## src/hw/rtl/sps_pkg.sv

```systemverilog
// Shared types, character constants and match words for the source pattern scanner.
package sps_pkg;

	localparam int WORD_BYTES = 18;

	typedef logic [WORD_BYTES*8-1:0] word_t;
	typedef logic [5:0]              found_t;

	typedef struct packed {
		logic       valid;
		logic       last;
		logic [7:0] data;
	} sps_step_t;

	typedef enum logic [2:0] {
		GAP_NONE,
		GAP_PLAIN,
		GAP_BSLASH,
		GAP_BSLASH_CR,
		GAP_FOUND
	} gap_t;

	localparam found_t FLAG_DATE   = 6'b000001;
	localparam found_t FLAG_TIME   = 6'b000010;
	localparam found_t FLAG_STAMP  = 6'b000100;
	localparam found_t FLAG_INCL   = 6'b001000;
	localparam found_t FLAG_EMBED  = 6'b010000;
	localparam found_t FLAG_INCBIN = 6'b100000;

	localparam logic [7:0] CH_HASH   = "#";
	localparam logic [7:0] CH_DOT    = ".";
	localparam logic [7:0] CH_BSLASH = 8'h5c;
	localparam logic [7:0] CH_LF     = 8'h0a;
	localparam logic [7:0] CH_CR     = 8'h0d;
	localparam logic [7:0] CH_SP     = 8'h20;
	localparam logic [7:0] CH_TAB    = 8'h09;
	localparam logic [7:0] CH_LPAREN = "(";
	localparam logic [7:0] CH_QUOTE  = 8'h22;
	localparam logic [7:0] CH_UNDER  = "_";

	localparam word_t W_DATE      = {"__DATE__", 80'h0};
	localparam word_t W_TIME      = {"__TIME__", 80'h0};
	localparam word_t W_STAMP     = {"__TIMESTAMP__", 40'h0};
	localparam word_t W_INCL      = {"__has_", "include", 40'h0};
	localparam word_t W_INCL_NEXT = {"__has_", "include_next"};
	localparam word_t W_EMBED     = {"__has_", "embed", 56'h0};

	localparam word_t      TM_WORDS [3] = '{W_DATE, W_TIME, W_STAMP};
	localparam logic [4:0] TM_LENS  [3] = '{5'd8, 5'd8, 5'd13};
	localparam found_t     TM_FOUND [3] = '{FLAG_DATE, FLAG_TIME, FLAG_STAMP};

	localparam word_t      BI_WORDS [3] = '{W_INCL, W_INCL_NEXT, W_EMBED};
	localparam logic [4:0] BI_LENS  [3] = '{5'd13, 5'd18, 5'd11};

	function automatic logic is_ident(input logic [7:0] c);
		return (c == CH_UNDER) || (c inside {[8'h30:8'h39], [8'h41:8'h5a], [8'h61:8'h7a]});
	endfunction

	function automatic logic is_hspace(input logic [7:0] c);
		return (c == CH_SP) || (c == CH_TAB);
	endfunction

	function automatic logic [7:0] char_at(input word_t w, input logic [4:0] i);
		logic [7:0] ch;
		ch = '0;
		for (int p = 0; p < WORD_BYTES; p++) begin
			if (i == 5'(p)) begin
				ch = w[(WORD_BYTES-1-p)*8 +: 8];
			end
		end
		return ch;
	endfunction

	function automatic gap_t gap_step(input gap_t g, input logic [7:0] c);
		gap_t r;
		r = GAP_NONE;
		if (g == GAP_BSLASH) begin
			if (c == CH_LF) begin
				r = GAP_PLAIN;
			end else if (c == CH_CR) begin
				r = GAP_BSLASH_CR;
			end
		end else if (g == GAP_BSLASH_CR && c == CH_LF) begin
			r = GAP_PLAIN;
		end else if (is_hspace(c)) begin
			r = GAP_PLAIN;
		end else if (c == CH_BSLASH) begin
			r = GAP_BSLASH;
		end else if (c == CH_LPAREN) begin
			r = GAP_FOUND;
		end
		return r;
	endfunction

endpackage

```

## src/hw/rtl/sps_scan_core.sv

```systemverilog
// Matcher state and per-byte update for all six scanned constructs.
module sps_scan_core
	import sps_pkg::*;
(
	input  logic      clk,
	input  logic      arst_n,
	input  sps_step_t step,
	output found_t    found_final
);

	typedef enum logic [3:0] {
		EMB_IDLE,
		EMB_GAP,
		EMB_BSLASH,
		EMB_BSLASH_CR,
		EMB_E,
		EMB_EM,
		EMB_EMB,
		EMB_EMBE,
		EMB_EMBED
	} emb_t;

	typedef enum logic [3:0] {
		INC_IDLE,
		INC_DOT,
		INC_I,
		INC_IN,
		INC_INC,
		INC_INCB,
		INC_INCBI,
		INC_INCBIN,
		INC_BSLASH
	} inc_t;

	found_t     found_q, found_n;
	logic       prev_q;
	logic [2:0] tm_alive_q, tm_alive_n;
	logic [3:0] tm_len_q, tm_len_n;
	logic [2:0] bi_alive_q, bi_alive_n;
	logic [4:0] bi_len_q, bi_len_n;
	gap_t       bi_gap_q, bi_gap_n;
	emb_t       emb_q, emb_n;
	inc_t       inc_q, inc_n;

	logic       c_id;
	logic       fresh;
	logic [7:0] c;
	logic [2:0] tm_base_alive, tm_hit;
	logic [3:0] tm_base_len;
	logic [2:0] bi_base_alive, bi_hit;
	logic [4:0] bi_base_len;
	logic       bi_complete;
	found_t     bi_kind;
	gap_t       gap_r;
	logic       gap_apply;
	found_t     tm_fin_n;

	assign bi_complete = (bi_alive_q[0] && bi_len_q == BI_LENS[0])
		|| (bi_alive_q[1] && bi_len_q == BI_LENS[1])
		|| (bi_alive_q[2] && bi_len_q == BI_LENS[2]);
	assign bi_kind = bi_alive_q[2] ? FLAG_EMBED : FLAG_INCL;

	always_comb begin
		c     = step.data;
		c_id  = is_ident(c);
		fresh = !prev_q;
		found_n = found_q;

		tm_base_alive = fresh ? 3'b111 : tm_alive_q;
		tm_base_len   = fresh ? 4'd0 : tm_len_q;
		for (int k = 0; k < 3; k++) begin
			tm_hit[k] = tm_base_alive[k] && ({1'b0, tm_base_len} < TM_LENS[k])
				&& (char_at(TM_WORDS[k], {1'b0, tm_base_len}) == c);
		end
		tm_alive_n = '0;
		tm_len_n   = '0;
		if (c_id) begin
			tm_alive_n = tm_hit;
			tm_len_n   = tm_base_len + 4'd1;
		end else begin
			for (int k = 0; k < 3; k++) begin
				if (tm_alive_q[k] && {1'b0, tm_len_q} == TM_LENS[k]) begin
					found_n = found_n | TM_FOUND[k];
				end
			end
		end
		tm_fin_n = '0;
		for (int k = 0; k < 3; k++) begin
			if (tm_alive_n[k] && {1'b0, tm_len_n} == TM_LENS[k]) begin
				tm_fin_n = tm_fin_n | TM_FOUND[k];
			end
		end

		bi_alive_n = bi_alive_q;
		bi_len_n   = bi_len_q;
		bi_gap_n   = bi_gap_q;
		gap_r      = GAP_NONE;
		gap_apply  = 1'b0;
		if (bi_gap_q != GAP_NONE) begin
			gap_r     = gap_step(bi_gap_q, c);
			gap_apply = 1'b1;
		end else if (!c_id && bi_complete) begin
			gap_r     = gap_step(GAP_PLAIN, c);
			gap_apply = 1'b1;
		end else if (!c_id) begin
			bi_alive_n = '0;
		end
		if (gap_apply) begin
			case (gap_r)
				GAP_FOUND: begin
					found_n    = found_n | bi_kind;
					bi_gap_n   = GAP_NONE;
					bi_alive_n = '0;
				end
				GAP_NONE: begin
					bi_gap_n   = GAP_NONE;
					bi_alive_n = '0;
				end
				default: begin
					bi_gap_n = gap_r;
				end
			endcase
		end
		bi_base_alive = fresh ? 3'b111 : bi_alive_n;
		bi_base_len   = fresh ? 5'd0 : bi_len_n;
		for (int k = 0; k < 3; k++) begin
			bi_hit[k] = bi_base_alive[k] && (bi_base_len < BI_LENS[k])
				&& (char_at(BI_WORDS[k], bi_base_len) == c);
		end
		if (c_id) begin
			bi_alive_n = bi_hit;
			bi_len_n   = bi_base_len + 5'd1;
		end

		case (emb_q)
			EMB_BSLASH: begin
				emb_n = (c == CH_LF) ? EMB_GAP : ((c == CH_CR) ? EMB_BSLASH_CR : EMB_IDLE);
			end
			EMB_GAP, EMB_BSLASH_CR: begin
				if (emb_q == EMB_BSLASH_CR && c == CH_LF) begin
					emb_n = EMB_GAP;
				end else if (is_hspace(c)) begin
					emb_n = EMB_GAP;
				end else if (c == CH_BSLASH) begin
					emb_n = EMB_BSLASH;
				end else if (c == "e") begin
					emb_n = EMB_E;
				end else begin
					emb_n = EMB_IDLE;
				end
			end
			EMB_E:    emb_n = (c == "m") ? EMB_EM : EMB_IDLE;
			EMB_EM:   emb_n = (c == "b") ? EMB_EMB : EMB_IDLE;
			EMB_EMB:  emb_n = (c == "e") ? EMB_EMBE : EMB_IDLE;
			EMB_EMBE: emb_n = (c == "d") ? EMB_EMBED : EMB_IDLE;
			EMB_EMBED: begin
				if (!c_id) begin
					found_n = found_n | FLAG_EMBED;
				end
				emb_n = EMB_IDLE;
			end
			default: emb_n = EMB_IDLE;
		endcase
		if (c == CH_HASH) begin
			emb_n = EMB_GAP;
		end

		case (inc_q)
			INC_DOT:   inc_n = (c == "i") ? INC_I : INC_IDLE;
			INC_I:     inc_n = (c == "n") ? INC_IN : INC_IDLE;
			INC_IN:    inc_n = (c == "c") ? INC_INC : INC_IDLE;
			INC_INC:   inc_n = (c == "b") ? INC_INCB : INC_IDLE;
			INC_INCB:  inc_n = (c == "i") ? INC_INCBI : INC_IDLE;
			INC_INCBI: inc_n = (c == "n") ? INC_INCBIN : INC_IDLE;
			INC_INCBIN: begin
				if (is_hspace(c)) begin
					inc_n = INC_INCBIN;
				end else if (c == CH_BSLASH) begin
					inc_n = INC_BSLASH;
				end else begin
					if (c == CH_QUOTE) begin
						found_n = found_n | FLAG_INCBIN;
					end
					inc_n = INC_IDLE;
				end
			end
			INC_BSLASH: begin
				if (c == CH_QUOTE) begin
					found_n = found_n | FLAG_INCBIN;
				end
				inc_n = INC_IDLE;
			end
			default: inc_n = INC_IDLE;
		endcase
		if (c == CH_DOT) begin
			inc_n = INC_DOT;
		end

		found_final = found_n | (c_id ? tm_fin_n : '0)
			| ((emb_n == EMB_EMBED) ? FLAG_EMBED : '0);
	end

	always_ff @(posedge clk or negedge arst_n) begin
		if (!arst_n) begin
			found_q    <= '0;
			prev_q     <= 1'b0;
			tm_alive_q <= '0;
			tm_len_q   <= '0;
			bi_alive_q <= '0;
			bi_len_q   <= '0;
			bi_gap_q   <= GAP_NONE;
			emb_q      <= EMB_IDLE;
			inc_q      <= INC_IDLE;
		end else if (step.valid) begin
			if (step.last) begin
				found_q    <= '0;
				prev_q     <= 1'b0;
				tm_alive_q <= '0;
				tm_len_q   <= '0;
				bi_alive_q <= '0;
				bi_len_q   <= '0;
				bi_gap_q   <= GAP_NONE;
				emb_q      <= EMB_IDLE;
				inc_q      <= INC_IDLE;
			end else begin
				found_q    <= found_n;
				prev_q     <= c_id;
				tm_alive_q <= tm_alive_n;
				tm_len_q   <= tm_len_n;
				bi_alive_q <= bi_alive_n;
				bi_len_q   <= bi_len_n;
				bi_gap_q   <= bi_gap_n;
				emb_q      <= emb_n;
				inc_q      <= inc_n;
			end
		end
	end

`ifndef NO_ASSERTIONS
	a_gap_needs_name: assert property (@(posedge clk) disable iff (!arst_n)
		bi_gap_q != GAP_NONE |-> bi_complete)
		else $error("builtin gap pending without a complete name");

	a_last_clears: assert property (@(posedge clk) disable iff (!arst_n)
		step.valid && step.last |=> found_q == '0 && emb_q == EMB_IDLE
			&& inc_q == INC_IDLE && bi_gap_q == GAP_NONE && !prev_q)
		else $error("scanner state not cleared after final beat");

	a_found_sticky: assert property (@(posedge clk) disable iff (!arst_n)
		step.valid && !step.last |=> (found_q & $past(found_q)) == $past(found_q))
		else $error("found flag dropped within a text");
`endif

endmodule

```

## src/hw/rtl/source_pattern_scanner.sv

```systemverilog
// Top level of the source pattern scanner: input stage, scan core and result register.
// Takes one byte of source text per cycle on the input stream and, once the beat marked tlast
// has passed the input register and the scan core into the result register, presents the six
// found flags on the output stream (bit0 __DATE__, bit1 __TIME__, bit2 __TIMESTAMP__, bit3
// has-include builtin invoked, bit4 has-embed builtin invoked or #embed, bit5 .incbin
// followed by a quote). Every matcher advances combinationally from the current byte, so
// the sustained rate is one byte per cycle; the input stalls only when a final beat finds the
// single result register still holding an earlier, untaken result.
module source_pattern_scanner
	import sps_pkg::*;
(
	input  logic       clk,
	input  logic       arst_n,
	input  logic       s_axis_tvalid,
	output logic       s_axis_tready,
	input  logic [7:0] s_axis_tdata,   // [7:0] data_byte
	input  logic       s_axis_tlast,   // last_byte
	output logic       m_axis_tvalid,
	input  logic       m_axis_tready,
	output logic [7:0] m_axis_tdata    // [5:0] found_set, [7:6] zero
);

	typedef struct packed {
		logic       last;
		logic [7:0] data;
	} beat_t;

	beat_t     beat_s1;
	logic      valid_s1;
	logic      advance;
	found_t    result_q;
	logic      out_valid_q;
	found_t    scan_found;
	sps_step_t step;

	assign advance = valid_s1 && (!beat_s1.last || !out_valid_q || m_axis_tready);
	assign s_axis_tready = !valid_s1 || advance;

	assign step.valid = advance;
	assign step.last  = beat_s1.last;
	assign step.data  = beat_s1.data;

	sps_scan_core u_core (
		.clk         (clk),
		.arst_n      (arst_n),
		.step        (step),
		.found_final (scan_found)
	);

	always_ff @(posedge clk or negedge arst_n) begin
		if (!arst_n) begin
			valid_s1 <= 1'b0;
		end else if (s_axis_tready) begin
			valid_s1 <= s_axis_tvalid;
		end
	end

	always_ff @(posedge clk) begin
		if (s_axis_tready && s_axis_tvalid) begin
			beat_s1.data <= s_axis_tdata;
			beat_s1.last <= s_axis_tlast;
		end
	end

	always_ff @(posedge clk or negedge arst_n) begin
		if (!arst_n) begin
			out_valid_q <= 1'b0;
		end else if (advance && beat_s1.last) begin
			out_valid_q <= 1'b1;
		end else if (m_axis_tready) begin
			out_valid_q <= 1'b0;
		end
	end

	always_ff @(posedge clk) begin
		if (advance && beat_s1.last) begin
			result_q <= scan_found;
		end
	end

	assign m_axis_tvalid = out_valid_q;
	assign m_axis_tdata  = {2'b00, result_q};

`ifndef NO_ASSERTIONS
	a_result_loaded: assert property (@(posedge clk) disable iff (!arst_n)
		advance && beat_s1.last |=> m_axis_tvalid && m_axis_tdata[5:0] == $past(scan_found))
		else $error("final beat did not load the result register");

	a_stage_holds: assert property (@(posedge clk) disable iff (!arst_n)
		valid_s1 && !advance |=> valid_s1 && $stable(beat_s1))
		else $error("stalled input stage lost its beat");

	a_result_source: assert property (@(posedge clk) disable iff (!arst_n)
		$rose(m_axis_tvalid) |-> $past(advance && beat_s1.last))
		else $error("result raised without a final beat");
`endif

endmodule

```

## config.mk

```make
export PLATFORM = sky130hd
export DESIGN_NAME = source_pattern_scanner
export DESIGN_NICKNAME = d
export VERILOG_FILES = /design/src/hw/rtl/sps_pkg.sv /design/src/hw/rtl/sps_scan_core.sv /design/src/hw/rtl/source_pattern_scanner.sv
export SDC_FILE = /design/constraint.sdc
export NUM_CORES = 1
export LEC_CHECK = 0
export BUFFER_PORTS_ARGS = -buffer_cell sky130_fd_sc_hd__buf_2
export CAP_MARGIN = 10
export CORE_MARGIN = 1
export CORE_UTILIZATION = 55
export CTS_BUF_LIST = sky130_fd_sc_hd__clkbuf_16
export DETAILED_ROUTE_END_ITERATION = 7
export PLACE_DENSITY = 0.73
export REMOVE_ABC_BUFFERS = 1
export SYNTH_ARGS = -nofsm -noshare
export SYNTH_HDL_FRONTEND = slang
export SYNTH_SLANG_ARGS = --single-unit
```

## constraint.sdc

```tcl
create_clock -name clk -period 8.1 [get_ports clk]
set_input_delay 0.405 -clock clk [delete_from_list [all_inputs] [get_ports clk]]
set_output_delay 0.405 -clock clk [all_outputs]
set_load 0.01 [all_outputs]
```

# Yosys cells after proc, flatten, opt, wreduce, memory -nomap -nowiden
# Index checks and enable logic that the tools add are counted.
# word_totals
mem_bits_rw	0
elab_cells	317
latch_bits	0
output_inout_bits	10
n_memories	0
regBits	50
in_bits	13
romBits	0
# op_classes
div_mod_pow	0
add_sub_neg	2
n_lt_le_gt_ge	11
mux	152
multipliers	0
n_eq_ne	82
shift	0
bitwise_logic	3
reduce_logical	53
# ops
cell	count
8-bit two-way mux	56
7-bit two-way mux	19
3-bit two-way mux	34
8-bit by 7-bit equality test with 1-bit output (second input constant)	9
4-bit equality test (second input constant)	15
4-bit two-way mux	14
5-bit by 4-bit equality test with 1-bit output (second input constant)	10
4-bit by 3-bit equality test with 1-bit output (second input constant)	12
8-bit by 6-bit equality test with 1-bit output (second input constant)	5
8-bit equality test	5
6-bit two-way mux	6
5-bit two-way mux	7
1-bit logical AND	30
4-bit case mux with 7 select lines	1
4-bit by 2-bit equality test with 1-bit output (second input constant)	6
8-bit by 4-bit equality test with 1-bit output (second input constant)	3
4-bit case mux with 6 select lines	1
5-bit by 3-bit equality test with 1-bit output (second input constant)	4
8-bit by 7-bit greater-or-equal comparator with 1-bit output (second input constant)	2
8-bit by 7-bit <= comparator with 1-bit output (second input constant)	2
5-bit equality test (second input constant)	3
4-bit by 1-bit equality test with 1-bit output (second input constant)	3
2-bit two-way mux	6
6-bit bitwise OR	2
24 further kinds	48

# Logic depth before layout (Yosys ltp)
# depth
word_depth	28
depth_mapped	16
mapped_depth_nobuf	11

# Cells and area by module
# Synthesis repeated with hierarchy kept, for this count alone.
# hier_totals
cells_unflattened	574
hier_area_um2	4464.3
# modules_own_cells
module	instances	cells_each	seq_area_each_um2	area_each_um2
sps_scan_core	1	546	825.8	3888.7
source_pattern_scanner	1	28	500.5	575.6

# Worst setup path before layout
# OpenSTA, ideal clock, no wires.
# synth_timing
path_kind	register to register
from	register u_core.prev_q
to	register result_q[1] (data pin)
arrival_ps	3655
setup_slack_ps	4316
required_time_ps	7971
setup_ps	129
synth_period_minus_slack_ps	3784
path_stages_with_launch	17
cell_sequence	dfrtp_1 buf_2 clkbuf_1 buf_2 buf_1 and2_1 inv_1 ha_1 buf_2 nor3_1 nor2_1 o31ai_2 o21ai_2 xnor2_1 or4_1 nor4_1 a21bo_1
# synth_between
elab_chain_cells	27
# synth_lines
element	line	rtl
start: declaration	sps_scan_core.sv:36	logic prev_q;
start signal: assignment	sps_scan_core.sv:227	prev_q <= c_id;
4-bit two-way mux	sps_scan_core.sv:70	tm_base_len = fresh ? 4'd0 : tm_len_q;
4-bit logical NOT	sps_pkg.sv:67	if (i == 5'(p)) begin
7-bit two-way mux	sps_pkg.sv:67	
8-bit two-way mux (2 in series)	sps_pkg.sv:67	
8-bit two-way mux (3 in series)	--	
8-bit two-way mux (10 in series)	sps_pkg.sv:67	
8-bit equality test	sps_scan_core.sv:73	&& (char_at(TM_WORDS[k], {1'b0, tm_base_len}) == c);
1-bit logical AND	sps_scan_core.sv:73	
3-bit two-way mux	sps_scan_core.sv:77	if (c_id) begin
1-bit logical AND (*)	sps_scan_core.sv:89	if (tm_alive_n[k] && {1'b0, tm_len_n} == TM_LENS[k]) begin
2-bit two-way mux (*)	sps_scan_core.sv:89	
3-bit two-way mux (*)	sps_scan_core.sv:89	
3-bit two-way mux (*)	sps_scan_core.sv:199	found_final = found_n | (c_id ? tm_fin_n : '0)
6-bit bitwise OR (*)	sps_scan_core.sv:199	
6-bit bitwise OR (*)	sps_scan_core.sv:200	| ((emb_n == EMB_EMBED) ? FLAG_EMBED : '0);
net scan_found[1]	source_pattern_scanner.sv:33	found_t scan_found;
end signal: assignment	source_pattern_scanner.sv:77	result_q <= scan_found;
end: declaration	source_pattern_scanner.sv:31	found_t result_q;
# The timed path passes the listed nets; every way through them passes the cells marked *.
# A chain may end at the register's enable or synchronous reset.

# Final worst setup path
# Same ends and word-level chain as after synthesis.

==> metrics <==
RePlAce Congestion=between 0.9 and 1; length of routed met2 wiring=roughly 6100 um; number of max-cap violations=0; Detailed Route WL=around 13,000 um; largest family of logic cells by synthesized area=compound AO/OA/AOI/OAI gates; Seq/Total Area, Yosys=29.6%; WP data required=between 8 and 9 ns; Slew HR=between 40 and 50%; share of cells above drive strength 1=roughly 8.6%; net switching power=167 uW; total gr overflow=0; core area=approximately 7800 um2; simple-gate share of the synthesized area=26.8%; CTS tree=built; Syn. warnings=0; cts bufs inserted=5; Avg WL per Cell=19.7 um; Multi-input gate area=approximately 2900 um2; number of synthesized flops with an enable pin=15; Peak supply drop=~0.083 mV; Place WS=around 4.5 ns; Setup TNS=0 ns; vias per inst=6.85; Post-Synth Adder-Cell Area=between 1.5 and 2%; initial core utilization=57.4%; Final Max Tran Viols=0; H-tree Lvls=2; hold_buf cts=0; synthesized area=4480 um2; PnR worst setup slack=between 4 and 5 ns; top cell type by total area after synthesis=dfrtp_1; maximum number of pins on one net before global-route repair=38; xor/xnor cell area share of the yosys netlist=under 10%; clock group share of total power=39.8%; PostCTS Resize Cnt=0; Die Y=between 90 and 100 um; Ports=23; Global Route Usage Sum=31.7%; Antenna Cells=0; worst skew pair latency=around 0.3 ns; Sequential cell area=~1300 um2; power density cells=about 130 nW/um2; Commonest cells post-synth=54 x nand2_1, 49 x o21ai_0, 46 x nor2_1; metal3 WL=between 900 and 1000 um; synthesized instance count=570; WS Path Type=reg2reg; post-CTS repair timing setup buffer count=0; top cells by area, synth=dfrtp_1 20%, edfxtp_1 10%, o21ai_0 5.5%; async set-or-reset flop fraction in the synthesized netlist=approximately 70%; top layer in use=met4; Top FF cell, synth=dfrtp_1; Synth Area in Compound Gates=30.3%; period utilization=45.2%; DPL Wire Length=a little over 9000 um; final setup fails=0; vias in the first global route=around 4,300; Mapped Avg Cell Area=7.86 um2; post-route cell area=between 4000 and 5000 um2; unrepaired setup endpoints after global routing=no; synth unique cells=between 80 and 90; status=completed; number of remaining DRC errors=0; die width=about 90 um; fillcell total=715; ANT nets after route=0; Slew @ Worst Pin=0.837 ns; # rows=32; Final nets=roughly 580; Initial DRC Count=about 440; mux share of post-synthesis cell area=around 1.4%; Sinks on Clock Net=50; Min-Delay Path Class=in2async; placed inst area=roughly 4500 um2; Final Hold Fails=0; clk slew on worst S/H paths=~0.07 ns; DR vias=approximately 4,500; crit start category=register; Net Sw Frac=roughly 28%; initial antenna violation count=0; Flop pwr share=a little under half; share of the synthesized area in the top cell type=between 10% and 20%; cell with the most instances after synthesis=nand2_1; placed cells=between 600 and 700; global-route wire length before repair=roughly 21,000 um; clk buf depth=2; I/O Buffers=20; Layout area overhead=4.44%; Layout Utilization=between 50% and 60%; routed length on met1=between 5000 and 6000 um; #FFs+latches synth=50; CP Max Fanout=37; Fmax=between 200 and 300 MHz; Initial DRT Pass Iterations=7; internal power=425 uW; Clock Tree Root=clkbuf_16; CP Data Arrival Time=3.83 ns; area of the die=8510 um2; Static Leakage=1.79 nW; fin cells=approximately 660; Period minus WS final=around 3.7 ns; worst clock skew=0.00358 ns; combinational share of power=12.6%; Worst Reg2Reg Path Length in Cells=12; Worst setup EP type=register
==> power by group through the flow <==
stage	registers (mW)	logic [mW]	clock network, mW
4_1_cts	0.281	0.0738	0.238
2_1_floorplan	0.288	0.0406	0
5_1_grt	0.283	0.0826	0.245
3_3_place_gp	0.286	0.0725	0
3_5_place_dp	0.286	0.0737	0
6_report	0.282	0.0745	0.236
==> cell usage in the layout (no fill, tap or decap), types with 5 or more instances in the layout <==
master     Yosys  routed
xnor2_1       12      12
nand3_1       13      13
nor3b_1        7       7
dfrtp_1       35      35
nand2b_1      17      17
a21oi_1       28      28
o21ai_0       49      49
a22oi_1        6       6
nand4b_1       6       6
nand2_1       54      54
a221oi_1       5       5
o21ai_1        5       5
o31ai_1        9       9
a21o_1         8       8
nor2b_1        6       6
a211oi_1       5       5
ha_1           6       6
or3_1          5       5
buf_2         10      20
o22ai_1       10      10
xor2_1         7       7
nor2_1        46      46
clkbuf_16      0       6
mux2i_1        5       5
nor3_1        16      16
a31oi_1        8       8
nand3b_1       6       6
o211ai_1       7       7
and2_1        11      11
o21a_1         5       5
nand4_1        5       5
inv_1         18      18
edfxtp_1      15      15
and3_1         8       8
==> metal layers <==
metal	up-vias	global-route usage, %
met5	-	0
met4	0	13.2
met3	48	5.97
met2	243	51.9
met1	2130	41.0
li1	2095	-
==> registers in the layout, summed over array words and instances (netlist names) <==
name and count:
u_core.tm_alive_q 3, u_core.tm_len_q 4, u_core.inc_q 4, result_q 6, u_core.found_q 6, valid_s1 1, u_core.bi_gap_q 3, u_core.bi_len_q 5
beat_s1 9, u_core.bi_alive_q 3, u_core.emb_q 4, m_axis_tvalid 1, u_core.prev_q 1
==> cells by family (layout without fill, tap and decap cells) <==
logic type | Yosys count | count (layout)
xor+xnor | 19 | 19
simple gates | 225 | 225
fa+ha+maj | 6 | 6
other cells | 1 | 2
mux | 6 | 6
buf+inv | 65 | 51
compound gates | 198 | 198
flops | 50 | 50
==> critical path: stages, from the launching register on <==
cell and delay, ns:
dfrtp_1 0.35, buf_4 0.34, and2_1 0.25, inv_1 0.10, ha_1 0.29, nor3_1 0.41, nor2_1 0.09, o31ai_2 0.32
o21ai_2 0.10, xnor2_1 0.13, or4_1 0.55, nor4_1 0.44, a21bo_1 0.17
==> metrics by stage <==
stage               hold slack, ns  power, mW
floorplan                    0.109      0.329
global placement             0.507      0.358
detailed placement           0.518      0.360
CTS                          0.237      0.593
global route                 0.273      0.610
finish                       0.197      0.593
==> final cells by class <==
| type | instances | share of cell area [%] |
|---|---|---|
| clock buffer | 6 | 3.21 |
| clock inverter | 2 | 0.294 |
| inverter | 21 | 1.68 |
| multi-input combinational | 456 | 61.3 |
| sequential | 50 | 28.3 |
| tap | 102 | 2.73 |
| timing repair buffer | 22 | 2.46 |
==> final timing paths <==
path	start	end	slack [ns]
min in group clk	s_axis_tdata[0]	beat_s1[0]	0.28
setup / recovery	u_core.prev_q	result_q[1]	4.44
max in group asynchronous	arst_n	u_core.emb_q[3]	7.39
hold / removal	arst_n	u_core.tm_len_q[0]	0.20
hold reg to reg	u_core.found_q[3]	u_core.found_q[3]	0.53
setup reg to reg	u_core.prev_q	result_q[1]	4.44
No activity file was read; power rests on OpenSTA's default activity.
